<file path="src/design/mcsm_pkg.sv">
// Shared types, constants and codes of the staleness monitor.
`timescale 1ns / 1ps
package mcsm_pkg;

	localparam int NUM_CHANNELS   = 4;
	localparam int CH_BITS        = (NUM_CHANNELS > 1) ? $clog2(NUM_CHANNELS) : 1;
	localparam int TIME_BITS      = 48;
	localparam int CHANNEL_BITS   = 2;
	localparam int LEVEL_BITS     = 2;
	localparam int TIMEOUT_BITS   = 32;
	localparam int MASK_BITS      = 4;
	localparam int RATE_BITS      = 30;
	localparam int COUNT_BITS     = 32;
	localparam int CFG_INDEX_BITS = 3;
	localparam int CFG_DATA_BITS  = 32;

	// Width of the divider remainder and of the compares around it
	localparam int DIV_W     = RATE_BITS + 1;
	localparam int DIV_CMP_W = (TIME_BITS > DIV_W) ? TIME_BITS : DIV_W;
	localparam int STEP_BITS = $clog2(RATE_BITS + 1);
	localparam int TO_CMP_W  = (TIME_BITS > TIMEOUT_BITS) ? TIME_BITS : TIMEOUT_BITS;

	localparam logic [RATE_BITS-1:0]    RATE_NUMERATOR = RATE_BITS'(1000000000);
	localparam logic [TIMEOUT_BITS-1:0] TIMEOUT_RESET  = TIMEOUT_BITS'(1000000);

	localparam logic CMD_ARRIVAL  = 1'b0;
	localparam logic CMD_EVALUATE = 1'b1;

	localparam logic [LEVEL_BITS-1:0] LEVEL_UNKNOWN = 2'd0;
	localparam logic [LEVEL_BITS-1:0] LEVEL_OK      = 2'd1;
	localparam logic [LEVEL_BITS-1:0] LEVEL_WARN    = 2'd2;
	localparam logic [LEVEL_BITS-1:0] LEVEL_ERROR   = 2'd3;

	// Register indexes: timeouts occupy 0 .. NUM_TIMEOUT_REGS-1
	localparam int NUM_TIMEOUT_REGS = 4;
	localparam logic [CFG_INDEX_BITS-1:0] REG_MISSING_MASK = 3'd4;
	localparam logic [CFG_INDEX_BITS-1:0] REG_ACTIVE_MASK  = 3'd5;

	typedef struct packed {
		logic [TIME_BITS-1:0] last_time;
		logic [TIME_BITS-1:0] min_gap;
	} chan_entry_t;

	typedef struct packed {
		logic                 start;
		logic [TIME_BITS-1:0] divisor;
	} div_req_t;

	typedef struct packed {
		logic                 done;
		logic [RATE_BITS-1:0] quotient;
	} div_rsp_t;

endpackage

</file>
<file path="src/design/multi_channel_staleness_monitor_unit.sv">
// Top level of the multi-channel staleness monitor.
`timescale 1ns / 1ps
// Usage
//   Input channel (in_valid / in_ready): one request per item. command selects
//   an arrival on `channel` or an evaluate of all channels at time now_us.
//   Output channel (out_valid / out_ready): one verdict per active channel of
//   an evaluate, in ascending channel order, `last` set on the final one.
//   Configuration channel (cfg_valid / cfg_ready, always ready): cfg_index 0..3
//   write the channel timeouts, 4 the missing-level mask, 5 the active mask.
// Sequencing
//   An arrival occupies the block through accept, memory read and write back.
//   An evaluate walks the channels one at a time: an inactive channel is only
//   looked at, an active one is read, aged, checked and handed to the output,
//   with a wait on the serial divider when a rate is reported. The divider,
//   one quotient bit per cycle, makes up most of the walk when rates are reported.
// Reset
//   arst_n clears the flags, the regression counter and the configuration to
//   its reset values; the state memory needs no clearing, since the per-channel
//   flags mark which entries hold data.
// Back-pressure
//   A stalled receiver holds the verdict in the output register; the evaluate
//   walk waits before loading the next one. After the final verdict is loaded
//   the block takes the next request even while that verdict still waits.
module multi_channel_staleness_monitor_unit (
	input  logic                                  clk,
	input  logic                                  arst_n,
	// configuration
	input  logic                                  cfg_valid,
	output logic                                  cfg_ready,
	input  logic [mcsm_pkg::CFG_INDEX_BITS-1:0]   cfg_index,
	input  logic [mcsm_pkg::CFG_DATA_BITS-1:0]    cfg_data,
	// requests
	input  logic                                  in_valid,
	output logic                                  in_ready,
	input  logic                                  command,
	input  logic [mcsm_pkg::CHANNEL_BITS-1:0]     channel,
	input  logic [mcsm_pkg::TIME_BITS-1:0]        now_us,
	input  logic                                  now_valid,
	// verdicts
	output logic                                  out_valid,
	input  logic                                  out_ready,
	output logic [mcsm_pkg::CHANNEL_BITS-1:0]     out_channel,
	output logic [mcsm_pkg::LEVEL_BITS-1:0]       level,
	output logic                                  age_valid,
	output logic [mcsm_pkg::TIME_BITS-1:0]        age_us,
	output logic                                  rate_valid,
	output logic [mcsm_pkg::RATE_BITS-1:0]        rate_millihz,
	output logic [mcsm_pkg::COUNT_BITS-1:0]       regression_count,
	output logic                                  last
);

	localparam int NCH = mcsm_pkg::NUM_CHANNELS;
	localparam int CHB = mcsm_pkg::CH_BITS;
	localparam int TB  = mcsm_pkg::TIME_BITS;

	// sequencer states
	localparam logic [2:0] ST_IDLE  = 3'd0;
	localparam logic [2:0] ST_A_CAL = 3'd1; // arrival: read data back, subtract
	localparam logic [2:0] ST_A_WR  = 3'd2; // arrival: update and write back
	localparam logic [2:0] ST_E_RD  = 3'd3; // evaluate: read current channel
	localparam logic [2:0] ST_E_AGE = 3'd4; // evaluate: age subtraction
	localparam logic [2:0] ST_E_CHK = 3'd5; // evaluate: level, start divider
	localparam logic [2:0] ST_E_DIV = 3'd6; // evaluate: wait for rate
	localparam logic [2:0] ST_E_OUT = 3'd7; // evaluate: hand verdict to output

	logic [2:0] state_q;

	// configuration registers
	logic [mcsm_pkg::TIMEOUT_BITS-1:0] timeout_q [NCH];
	logic [NCH-1:0]                    missing_q;
	logic [NCH-1:0]                    active_q;

	// request registers
	logic [CHB-1:0]                    ch_q;
	logic [TB-1:0]                     now_q;
	logic                              nowv_q;

	// per-channel flags, the valid bits of the state memory
	logic [NCH-1:0]                    rcv_q;
	logic [NCH-1:0]                    two_q;
	logic [mcsm_pkg::COUNT_BITS-1:0]   count_q;

	// subtraction stage
	logic                              back_s1;
	logic [TB-1:0]                     diff_s1;
	logic [TB-1:0]                     gap_s1;

	// verdict under construction
	logic [mcsm_pkg::LEVEL_BITS-1:0]   lvl_q;
	logic                              agev_q;
	logic                              ratev_q;

	// memory and divider hookup
	logic                              rd_en;
	logic [CHB-1:0]                    rd_addr;
	logic                              wr_en;
	mcsm_pkg::chan_entry_t             wr_data;
	mcsm_pkg::chan_entry_t             rd_data;
	mcsm_pkg::div_req_t                div_req;
	mcsm_pkg::div_rsp_t                div_rsp;

	logic                              in_fire;
	logic                              in_ch_ok;
	logic [CHB-1:0]                    in_ch;
	logic                              out_free;
	logic                              out_load;
	logic                              is_last;
	logic [NCH-1:0]                    active_above;
	logic                              use_ch;
	logic                              arr_gap;
	logic [TB-1:0]                     new_gap;
	logic                              count_inc;
	logic                              age_ok;
	logic                              want_rate;
	logic                              out_valid_q;

	assign cfg_ready = 1'b1;
	assign in_ready  = (state_q == ST_IDLE);
	assign in_fire   = in_valid && in_ready;
	assign in_ch     = CHB'(channel);
	assign in_ch_ok  = (int'(channel) < NCH) && active_q[in_ch];

	// final verdict when no active channel lies above the current one
	assign active_above = active_q >> ch_q;
	assign is_last      = ((active_above >> 1) == '0);

	assign out_free = !out_valid_q || out_ready;
	assign out_load = (state_q == ST_E_OUT) && out_free;

	assign use_ch    = rcv_q[ch_q] && nowv_q;
	assign age_ok    = mcsm_pkg::TO_CMP_W'(diff_s1) <= mcsm_pkg::TO_CMP_W'(timeout_q[ch_q]);
	assign want_rate = two_q[ch_q] && (gap_s1 != '0);

	// arrival gap bookkeeping: a positive gap replaces a larger minimum or becomes the first one
	assign arr_gap = rcv_q[ch_q] && (diff_s1 != '0);
	assign new_gap = (arr_gap && (!two_q[ch_q] || diff_s1 < gap_s1)) ? diff_s1 : gap_s1;

	assign count_inc = ((state_q == ST_A_WR) && rcv_q[ch_q] && back_s1) ||
	                   ((state_q == ST_E_CHK) && use_ch && back_s1);

	// memory access and divider start control
	always_comb begin
		rd_en             = 1'b0;
		rd_addr           = ch_q;
		wr_en             = 1'b0;
		wr_data.last_time = now_q;
		wr_data.min_gap   = new_gap;
		div_req.start     = 1'b0;
		div_req.divisor   = gap_s1;
		unique case (state_q)
			ST_IDLE: begin
				rd_addr = in_ch;
				rd_en   = in_fire && (command == mcsm_pkg::CMD_ARRIVAL) && in_ch_ok &&
				          now_valid;
			end
			ST_A_WR: begin
				wr_en = !(rcv_q[ch_q] && back_s1);
			end
			ST_E_RD: begin
				rd_en = active_q[ch_q];
			end
			ST_E_CHK: begin
				div_req.start = use_ch && !back_s1 && want_rate;
			end
			ST_A_CAL, ST_E_AGE, ST_E_DIV, ST_E_OUT: begin
			end
		endcase
	end

	// configuration writes; indexes beyond the list are dropped
	always_ff @(posedge clk or negedge arst_n) begin
		if (!arst_n) begin
			for (int c = 0; c < NCH; c++) begin
				timeout_q[c] <= mcsm_pkg::TIMEOUT_RESET;
			end
			missing_q <= '0;
			active_q  <= '0;
		end else if (cfg_valid && cfg_ready) begin
			if (cfg_index == mcsm_pkg::REG_MISSING_MASK) begin
				missing_q <= NCH'(cfg_data[mcsm_pkg::MASK_BITS-1:0]);
			end else if (cfg_index == mcsm_pkg::REG_ACTIVE_MASK) begin
				active_q <= NCH'(cfg_data[mcsm_pkg::MASK_BITS-1:0]);
			end else begin
				for (int c = 0; c < NCH; c++) begin
					if (c < mcsm_pkg::NUM_TIMEOUT_REGS &&
					    int'(cfg_index) == c) begin
						timeout_q[c] <= cfg_data[mcsm_pkg::TIMEOUT_BITS-1:0];
					end
				end
			end
		end
	end

	// sequencer, flags and the saturating regression counter
	always_ff @(posedge clk or negedge arst_n) begin
		if (!arst_n) begin
			state_q <= ST_IDLE;
			rcv_q   <= '0;
			two_q   <= '0;
			count_q <= '0;
		end else begin
			if (count_inc && (count_q != '1)) begin
				count_q <= count_q + 1'b1;
			end
			unique case (state_q)
				ST_IDLE: begin
					if (in_fire) begin
						if (command == mcsm_pkg::CMD_EVALUATE) begin
							state_q <= ST_E_RD;
						end else if (in_ch_ok && now_valid) begin
							state_q <= ST_A_CAL;
						end
					end
				end
				ST_A_CAL: begin
					state_q <= ST_A_WR;
				end
				ST_A_WR: begin
					// backward stamp: drop the arrival, only count it
					if (!(rcv_q[ch_q] && back_s1)) begin
						rcv_q[ch_q] <= 1'b1;
						if (arr_gap) begin
							two_q[ch_q] <= 1'b1;
						end
					end
					state_q <= ST_IDLE;
				end
				ST_E_RD: begin
					if (active_q[ch_q]) begin
						state_q <= ST_E_AGE;
					end else if (ch_q == CHB'(NCH - 1)) begin
						state_q <= ST_IDLE;
					end
				end
				ST_E_AGE: begin
					state_q <= ST_E_CHK;
				end
				ST_E_CHK: begin
					state_q <= div_req.start ? ST_E_DIV : ST_E_OUT;
				end
				ST_E_DIV: begin
					if (div_rsp.done) begin
						state_q <= ST_E_OUT;
					end
				end
				ST_E_OUT: begin
					if (out_free) begin
						state_q <= is_last ? ST_IDLE : ST_E_RD;
					end
				end
			endcase
		end
	end

	// request, subtraction and verdict registers
	always_ff @(posedge clk) begin
		if (in_fire) begin
			ch_q   <= (command == mcsm_pkg::CMD_EVALUATE) ? '0 : in_ch;
			now_q  <= now_us;
			nowv_q <= now_valid;
		end else if ((state_q == ST_E_RD && !active_q[ch_q] && ch_q != CHB'(NCH - 1)) ||
		             (out_load && !is_last)) begin
			// advance to the next channel
			ch_q <= ch_q + 1'b1;
		end
		if (state_q == ST_A_CAL || state_q == ST_E_AGE) begin
			// borrow of the subtraction marks a stamp behind the last arrival
			{back_s1, diff_s1} <= {1'b0, now_q} - {1'b0, rd_data.last_time};
			gap_s1             <= rd_data.min_gap;
		end
		if (state_q == ST_E_CHK) begin
			if (use_ch && !back_s1) begin
				agev_q  <= 1'b1;
				ratev_q <= want_rate;
				if (age_ok) begin
					lvl_q <= mcsm_pkg::LEVEL_OK;
				end else if (missing_q[ch_q]) begin
					lvl_q <= mcsm_pkg::LEVEL_ERROR;
				end else begin
					lvl_q <= mcsm_pkg::LEVEL_WARN;
				end
			end else begin
				lvl_q   <= mcsm_pkg::LEVEL_UNKNOWN;
				agev_q  <= 1'b0;
				ratev_q <= 1'b0;
			end
		end
	end

	// output register: parts the walk from a stalled receiver
	always_ff @(posedge clk or negedge arst_n) begin
		if (!arst_n) begin
			out_valid_q <= 1'b0;
		end else if (out_load) begin
			out_valid_q <= 1'b1;
		end else if (out_ready) begin
			out_valid_q <= 1'b0;
		end
	end

	always_ff @(posedge clk) begin
		if (out_load) begin
			out_channel      <= mcsm_pkg::CHANNEL_BITS'(ch_q);
			level            <= lvl_q;
			age_valid        <= agev_q;
			age_us           <= agev_q ? diff_s1 : '0;
			rate_valid       <= ratev_q;
			rate_millihz     <= ratev_q ? div_rsp.quotient : '0;
			regression_count <= count_q;
			last             <= is_last;
		end
	end

	assign out_valid = out_valid_q;

	mcsm_state_ram u_ram (
		.clk     (clk),
		.wr_en   (wr_en),
		.wr_addr (ch_q),
		.wr_data (wr_data),
		.rd_en   (rd_en),
		.rd_addr (rd_addr),
		.rd_data (rd_data)
	);

	mcsm_divider u_div (
		.clk    (clk),
		.arst_n (arst_n),
		.req    (div_req),
		.rsp    (div_rsp)
	);

endmodule

</file>
<file path="src/design/mcsm_state_ram.sv">
// Per-channel arrival state memory: one write and one registered read port.
`timescale 1ns / 1ps
module mcsm_state_ram (
	input  logic                       clk,
	input  logic                       wr_en,
	input  logic [mcsm_pkg::CH_BITS-1:0] wr_addr,
	input  mcsm_pkg::chan_entry_t      wr_data,
	input  logic                       rd_en,
	input  logic [mcsm_pkg::CH_BITS-1:0] rd_addr,
	output mcsm_pkg::chan_entry_t      rd_data
);

	mcsm_pkg::chan_entry_t mem [mcsm_pkg::NUM_CHANNELS];

	always_ff @(posedge clk) begin
		if (wr_en) begin
			mem[wr_addr] <= wr_data;
		end
		if (rd_en) begin
			rd_data <= mem[rd_addr];
		end
	end

endmodule

</file>
<file path="src/design/mcsm_divider.sv">
// Restoring divider: rate numerator over the minimum gap, one quotient bit a cycle.
`timescale 1ns / 1ps
module mcsm_divider (
	input  logic                  clk,
	input  logic                  arst_n,
	input  mcsm_pkg::div_req_t    req,
	output mcsm_pkg::div_rsp_t    rsp
);

	logic                                busy_q;
	logic                                done_q;
	logic [mcsm_pkg::STEP_BITS-1:0]      step_q;
	logic [mcsm_pkg::TIME_BITS-1:0]      divisor_q;
	logic [mcsm_pkg::DIV_W-1:0]          rem_q;
	logic [mcsm_pkg::RATE_BITS-1:0]      quo_q;
	logic [mcsm_pkg::DIV_W-1:0]          trial;
	logic                                fits;

	// shift in the next numerator bit, try to subtract
	assign trial = {rem_q[mcsm_pkg::DIV_W-2:0], quo_q[mcsm_pkg::RATE_BITS-1]};
	assign fits  = mcsm_pkg::DIV_CMP_W'(trial) >= mcsm_pkg::DIV_CMP_W'(divisor_q);

	always_ff @(posedge clk or negedge arst_n) begin
		if (!arst_n) begin
			busy_q <= 1'b0;
			done_q <= 1'b0;
			step_q <= '0;
		end else if (req.start) begin
			busy_q <= 1'b1;
			done_q <= 1'b0;
			step_q <= '0;
		end else if (busy_q) begin
			step_q <= step_q + 1'b1;
			if (step_q == mcsm_pkg::STEP_BITS'(mcsm_pkg::RATE_BITS - 1)) begin
				busy_q <= 1'b0;
				done_q <= 1'b1;
			end
		end else begin
			done_q <= 1'b0;
		end
	end

	always_ff @(posedge clk) begin
		if (req.start) begin
			divisor_q <= req.divisor;
			rem_q     <= '0;
			quo_q     <= mcsm_pkg::RATE_NUMERATOR;
		end else if (busy_q) begin
			rem_q <= fits ? (trial - mcsm_pkg::DIV_W'(divisor_q)) : trial;
			quo_q <= {quo_q[mcsm_pkg::RATE_BITS-2:0], fits};
		end
	end

	assign rsp.done     = done_q;
	assign rsp.quotient = quo_q;

endmodule

</file>
<file path="config.mk">
export PLATFORM = sky130hd
export DESIGN_NAME = multi_channel_staleness_monitor_unit
export DESIGN_NICKNAME = d
export VERILOG_FILES = /design/src/design/mcsm_pkg.sv /design/src/design/multi_channel_staleness_monitor_unit.sv /design/src/design/mcsm_state_ram.sv /design/src/design/mcsm_divider.sv
export SDC_FILE = /design/constraint.sdc
export NUM_CORES = 1
export LEC_CHECK = 0
export BUFFER_PORTS_ARGS = -buffer_cell sky130_fd_sc_hd__clkbuf_2
export CAP_MARGIN = 20
export CORE_MARGIN = 1.5
export CORE_UTILIZATION = 30
export CTS_CLUSTER_SIZE = 25
export DETAILED_ROUTE_END_ITERATION = 8
export GPL_TIMING_DRIVEN = 0
export PLACE_DENSITY = 0.54
export SYNTH_ARGS = -nofsm -noshare
export SYNTH_HDL_FRONTEND = slang
export SYNTH_HIERARCHICAL = 1
export SYNTH_SLANG_ARGS = --single-unit
</file>
<file path="constraint.sdc">
create_clock -name clk -period 13.15 [get_ports clk]
set_input_delay 1.315 -clock clk [delete_from_list [all_inputs] [get_ports clk]]
set_output_delay 1.315 -clock clk [all_outputs]
set_load 0.02 [all_outputs]
</file>
* Word level (Yosys, flattened, before mapping)
Memories as Yosys holds them, arrays and structs flattened. A register that Yosys moved wholly into a read port is not among the register bits.
Index checks and enable logic that the tools add are counted.
** Operators by class
- Add/subtract/negate cells :: 5
- Magnitude comparators :: 7
- Equal/unequal tests :: 22
- Shift-type cells :: 1
- Muxes and demuxes :: 49
- Bitwise logic cells :: 8
- Reduce and logical (&&, ||, !) cells :: 51
** Operators with widths (number)
- nonzero test 48 bit :: 2
- binary-select mux 32 bit (select 2 bit) :: 1
- 2-to-1 mux 32 bit :: 2
- subtractor 48 x 48 -> 49 bit :: 1
- >= comparator 31 x 48 -> 1 bit :: 1
- less-or-equal comparator 48 x 32 -> 1 bit :: 1
- less-than comparator 48 bit :: 1
- 2-to-1 mux 48 bit :: 1
- adder 32 x 1 -> 32 bit, second input constant :: 1
- != test 32 bit, second input constant :: 1
- 2-to-1 mux 30 bit :: 1
- subtractor 30 bit :: 1
- equality test 3 bit, second input constant :: 8
- one-hot mux 3 bit (8 select lines) :: 1
- logical AND 1 bit :: 22
- 2-to-1 mux 1 bit :: 22
- 2-to-1 mux 3 bit :: 7
- AND reduction 4 bit :: 4
- binary-select mux 1 bit (select 2 bit) :: 5
- 2-to-1 mux 2 bit :: 5
- 2-to-1 mux 5 bit :: 2
- equality test 3 x 2 -> 1 bit, second input constant :: 3
- OR 4 bit :: 2
- logical NOT 1 bit :: 6
- other kinds (25) :: 42
** Storage, ports and cells
- Flip-flop bits (word level) :: 564
- Bits in writable memories :: 384
- Output and inout port bits :: 120
- Word-level logic and storage cells :: 179
- Memories kept :: 1
** Memory list
- u_ram.mem :: depth 4, width 96, read ports 1, clocked after memory_dff 1, wr ports 1, line mcsm_state_ram.sv:13 : mcsm_pkg::chan_entry_t mem [mcsm_pkg::NUM_CHANNELS];

* Logic depth before layout (Yosys ltp)
- Depth after elaboration :: 8
- Depth in mapped cells :: 13
- Mapped depth without buffers :: 12

* Hierarchy
The synthesis kept the hierarchy.
** By module, submodules not included
- multi_channel_staleness_monitor_unit :: instances 1, cells each 1694, area an instance 22303.9 um^2
- mcsm_state_ram :: instances 1, cells each 602, area an instance 16772.3 um^2
- mcsm_divider :: instances 1, cells each 660, area an instance 6267.3 um^2

* Least setup slack after synthesis
No wires, ideal clock.
- Path type :: in2reg
- Start point :: in channel[1] (netlist bit)
- End point :: reg u_ram/rd_data[0] (netlist name)
- Setup time :: 0.699 ns
- Data arrival time :: 8.850 ns
- Required time :: 12.451 ns
- Slack :: 3.602 ns
- Stages on the path :: 3
- Buffers on the path :: 0
- Cells stage by stage :: mux4_2 nand2_1 o32ai_1
** On the way
- Longest elaborated chain between the ends :: 5
- Elaborated cells on any way between the ends :: 6
** Ends and longest elaborated chain
- start, declared :: line multi_channel_staleness_monitor_unit.sv:36 : input logic [mcsm_pkg::CHANNEL_BITS-1:0] channel,
- binary-select mux 1 bit (select 2 bit) :: line multi_channel_staleness_monitor_unit.sv:121 : assign in_ch_ok = (int'(channel) < NCH) && active_q[in_ch];
- 2-to-1 mux 1 bit (not written as such) :: line multi_channel_staleness_monitor_unit.sv:121
- logical AND 1 bit (2 in series) :: line multi_channel_staleness_monitor_unit.sv:153 : rd_en = in_fire && (command == mcsm_pkg::CMD_ARRIVAL) && in_ch_ok &&
- one-hot mux 1 bit (2 select lines) :: line multi_channel_staleness_monitor_unit.sv:150 : unique case (state_q)
- net rd_en :: line multi_channel_staleness_monitor_unit.sv:94 : logic rd_en;
The timed path passes the listed nets, and every way through them passes these cells. The select of a mux whose other input is x is not followed.
A chain may end at the register's enable or synchronous reset.

==> results by group <==
Route
  – Residual DRC: 0
  – Detail Route Antenna Nets: 0
  – Post-Route WL: 113000 um
  – Pre-antenna DRT Iters: 6
  – Average wire per standard cell: 20.8 um
  – Vias: 26000
  – Via-per-instance ratio: 4.77
  – DR iter-0 viols: 1745

Synthesis
  – Sequential share of the synthesized area: 65.8%
  – Post-synth EDFFs: 797
  – Synth top area cells: edfxtp_1, dfrtp_1, mux4_2
  – Ys async rst share: 17.9%
  – Ys flop type: edfxtp_1
  – Mapped Area: 0.0453 mm2
  – Syn Area/Cell: 15.3 um2
  – Synth Register Bits: 1044
  – Synth warn: 6
  – Syn_nets: 3215
  – Cell variety after synth: 98
  – Yosys top cell by area: edfxtp_1
  – Top-area cell type share of the netlist area: 52.8%
  – Post-synthesis cell count: 2956

Clock network
  – Root Buffer: clkbuf_16
  – Clk pin slew, worst setup/hold paths: 60 ps
  – Worst skew pair latency: 770 ps
  – H-tree Lvls: 3
  – Postcts setup bufs: 0
  – CTS Hold Bufs: 0
  – CTS tree: yes
  – Clk sink count: 1044
  – Num CTS Buffers: 112
  – Clock Path Buffers: 3
  – Post-CTS Resized: 0

STA
  – Worst-case clock skew: 107 ps
  – Slew headroom: 34.6%
  – Final Slew Violations: 0
  – RSZ-0062 raised after global routing: false
  – Fmax: 0.229 GHz
  – Finish-stage setup viols: 0
  – Final hold violation count: 0
  – Hold WS: 390 ps
  – Fin crit share: 33.3%
  – Final Critical Period: 4370 ps
  – Actual slew at the worst max-slew pin: 973 ps

Place
  – Port bufs: 210
  – Placed cell areas: 0.0497 mm2
  – Post-detail-place hpwl: 81300 um
  – Routability Congestion: 0.822

Critical path
  – Worst path bufs/invs: 6
  – Largest stage delay on the critical path: 860 ps
  – Worst r2r src: gap_s1[27]
  – Required time worst endpoint: 13690 ps
  – Cell family with most CP delay: buffers and inverters
  – Critical path class: register to register
  – Cell Chain, Critical Path: nor4_1 > nand4_1 > o311ai_0 > nor3_2 > buf_6 > buf_6 > clkbuf_1 > clkinv_1 > clkbuf_1 > buf_1 > nand2_1
  – Worst reg-to-reg setup slack: 8780 ps
  – WP data arrival: 4910 ps
  – Crit Path Max Fanout: 13
  – Worst setup SP type: register
  – Crit-path slowest cell: o311ai_0
  – R2r worst-path depth: 11
  – Critical Path Sink Type: register
  – FF-to-FF End: u_div/quo_q[23]

Run
  – Maxcap violations: 0

Die
  – DIE HEIGHT: 392 um
  – Core area: 0.150 mm2
  – Die width: 392 um
  – Initial core utilization: 30.2%
  – Boundary Pins: 212
  – Full die area: 0.153 mm2
  – Row Count: 142

Status
  – Outcome: finished, final reports clean

Global route
  – First-pass GRT wire length: 169000 um
  – GRT Overall Usage: 14.8%
  – Largest net degree at the start of global routing: 97
  – Number of global-route vias before repair: 26200
  – Initial antenna violation count: 20
  – Grt total ovfl: 0

Power and ir drop
  – Worst vdd ir: 0.000130 V
  – Total power: 12.7 mW
  – Power per cell area: 237 mW/mm2
  – Leakage: 20.1 nW

Worst hold path
  – HP Start: u_ram/rd_data[3]
  – Hold endpoint: gap_s1[3]
  – HP Class: register to register
  – Hold Crit Depth: 0

Final layout
  – # nets final: 3582
  – Cell area after layout: 0.0535 mm2
  – Area grow syn2layout: 18.1%
  – Layout cells sized above 1: 25.1%
  – Fill count: 14400
worst reg2reg max path, delay by kind of cell, from the launching register on:
family / cells / cell delay [ps]
flops: 1 / 510
buf+inv: 6 / 1850
simple gates: 4 / 980
compound gates: 1 / 870
routing by layer:
layer / GRT usage [%] / share of wire [%] / up-vias
met1: 20.5 / 45 / 13100
met2: 22.9 / 46 / 683
met5: 0 / 0.085 / -
met3: 2.77 / 5.4 / 177
met4: 5.43 / 3.4 / 14
li1: - / - / 12000
stage by stage:
stage / instances / worst slack, ps / setup TNS, ps / util (%)
finish: 5438 / 8780 / 0 / 35.7
global route: 5435 / 8420 / 0 / 35.7
CTS: 5432 / 8600 / 0 / 35.7
detailed placement: 5223 / 8630 / 0 / 33.2
global placement: 5182 / -3480 / -657350 / 32.6
floorplan: 2956 / 3600 / 0 / -
cell usage in the layout, fill, tap and decap left out, drive strengths merged, types with 66 or more instances in the layout:
master,n
inv,200
ha,165
edfxtp,797
a21o,66
nor2,122
a21oi,122
clkbuf,405
and2,85
mux2,185
dfrtp,159
o21ai,69
buf,95
nand2,128
mux4,133
how the worst max path moves through the flow:
stage,to,cells after the start,from
floorplan,u_ram/rd_data[0],3,channel[1]
global placement,u_ram/mem[0][65],3,ch_q[0]
detailed placement,u_div/busy_q,11,gap_s1[30]
CTS,u_div/quo_q[23],11,gap_s1[47]
global route,u_div/quo_q[23],11,gap_s1[47]
finish,u_div/quo_q[23],11,gap_s1[27]
sequential cells by signal, indices dropped and copies added (netlist names), 3 cells and up:
name and count:
active_q 4, age_us 48, count_q 32, diff_s1 48, gap_s1 48, missing_q 4
now_q 48, rate_millihz 30, rcv_q 4, regression_count 32, state_q 3, timeout_q 128
two_q 4, u_div/divisor_q 48, u_div/quo_q 30, u_div/rem_q 30, u_div/step_q 5, u_ram/mem 384
u_ram/rd_data 96
synthesized netlist by cell type, types with 14 or more instances:
master	count
xor2_1	36
dfrtp_1	159
buf_2	32
nor3_1	35
nand3_1	61
dfstp_2	28
nand2b_1	19
ha_1	165
and3_1	20
a21o_1	66
and2_1	85
o21ai_0	55
a21oi_1	118
mux2_2	158
nor2_1	122
dfxtp_1	60
nand2_1	127
edfxtp_1	797
inv_1	189
mux2i_1	30
o21a_1	15
clkbuf_1	51
o311a_1	14
mux4_2	133
mux2_4	20
xnor2_1	61
nor4_1	34
nand4_1	50
cell families after synthesis:
logic type	count (synthesis)	share of synthesized area, %
other cells	1	0.00827
xor+xnor	97	1.87
fa+ha+maj	167	4.64
compound gates	396	5.92
mux	348	12.0
buf+inv	297	2.80
simple gates	606	6.90
flops	1044	65.8
power by group:
part	internal [mW]	leakage, nW	total (mW)	switching (mW)
Combinational	1.82	8.20	4.17	2.34
Sequential	4.69	10.0	5.34	0.649
Clock	1.80	1.82	3.18	1.38
Total	8.32	20.1	12.7	4.37
cell type report:
type / instances / area, um2 / share of cell area [%]
Buffer: 106 / 554 / 1.04
Inverter: 191 / 717 / 1.34
Clock buffer: 141 / 3020 / 5.64
Tap cell: 2016 / 2520 / 4.71
Antenna cell: 4 / 10.0 / 0.0187
Clock inverter: 68 / 743 / 1.39
Multi-Input combinational cell: 1615 / 14300 / 26.7
Timing Repair Buffer: 253 / 1840 / 3.44
Sequential cell: 1044 / 29800 / 55.8
Note: power is estimated with default switching activity, not from simulation.
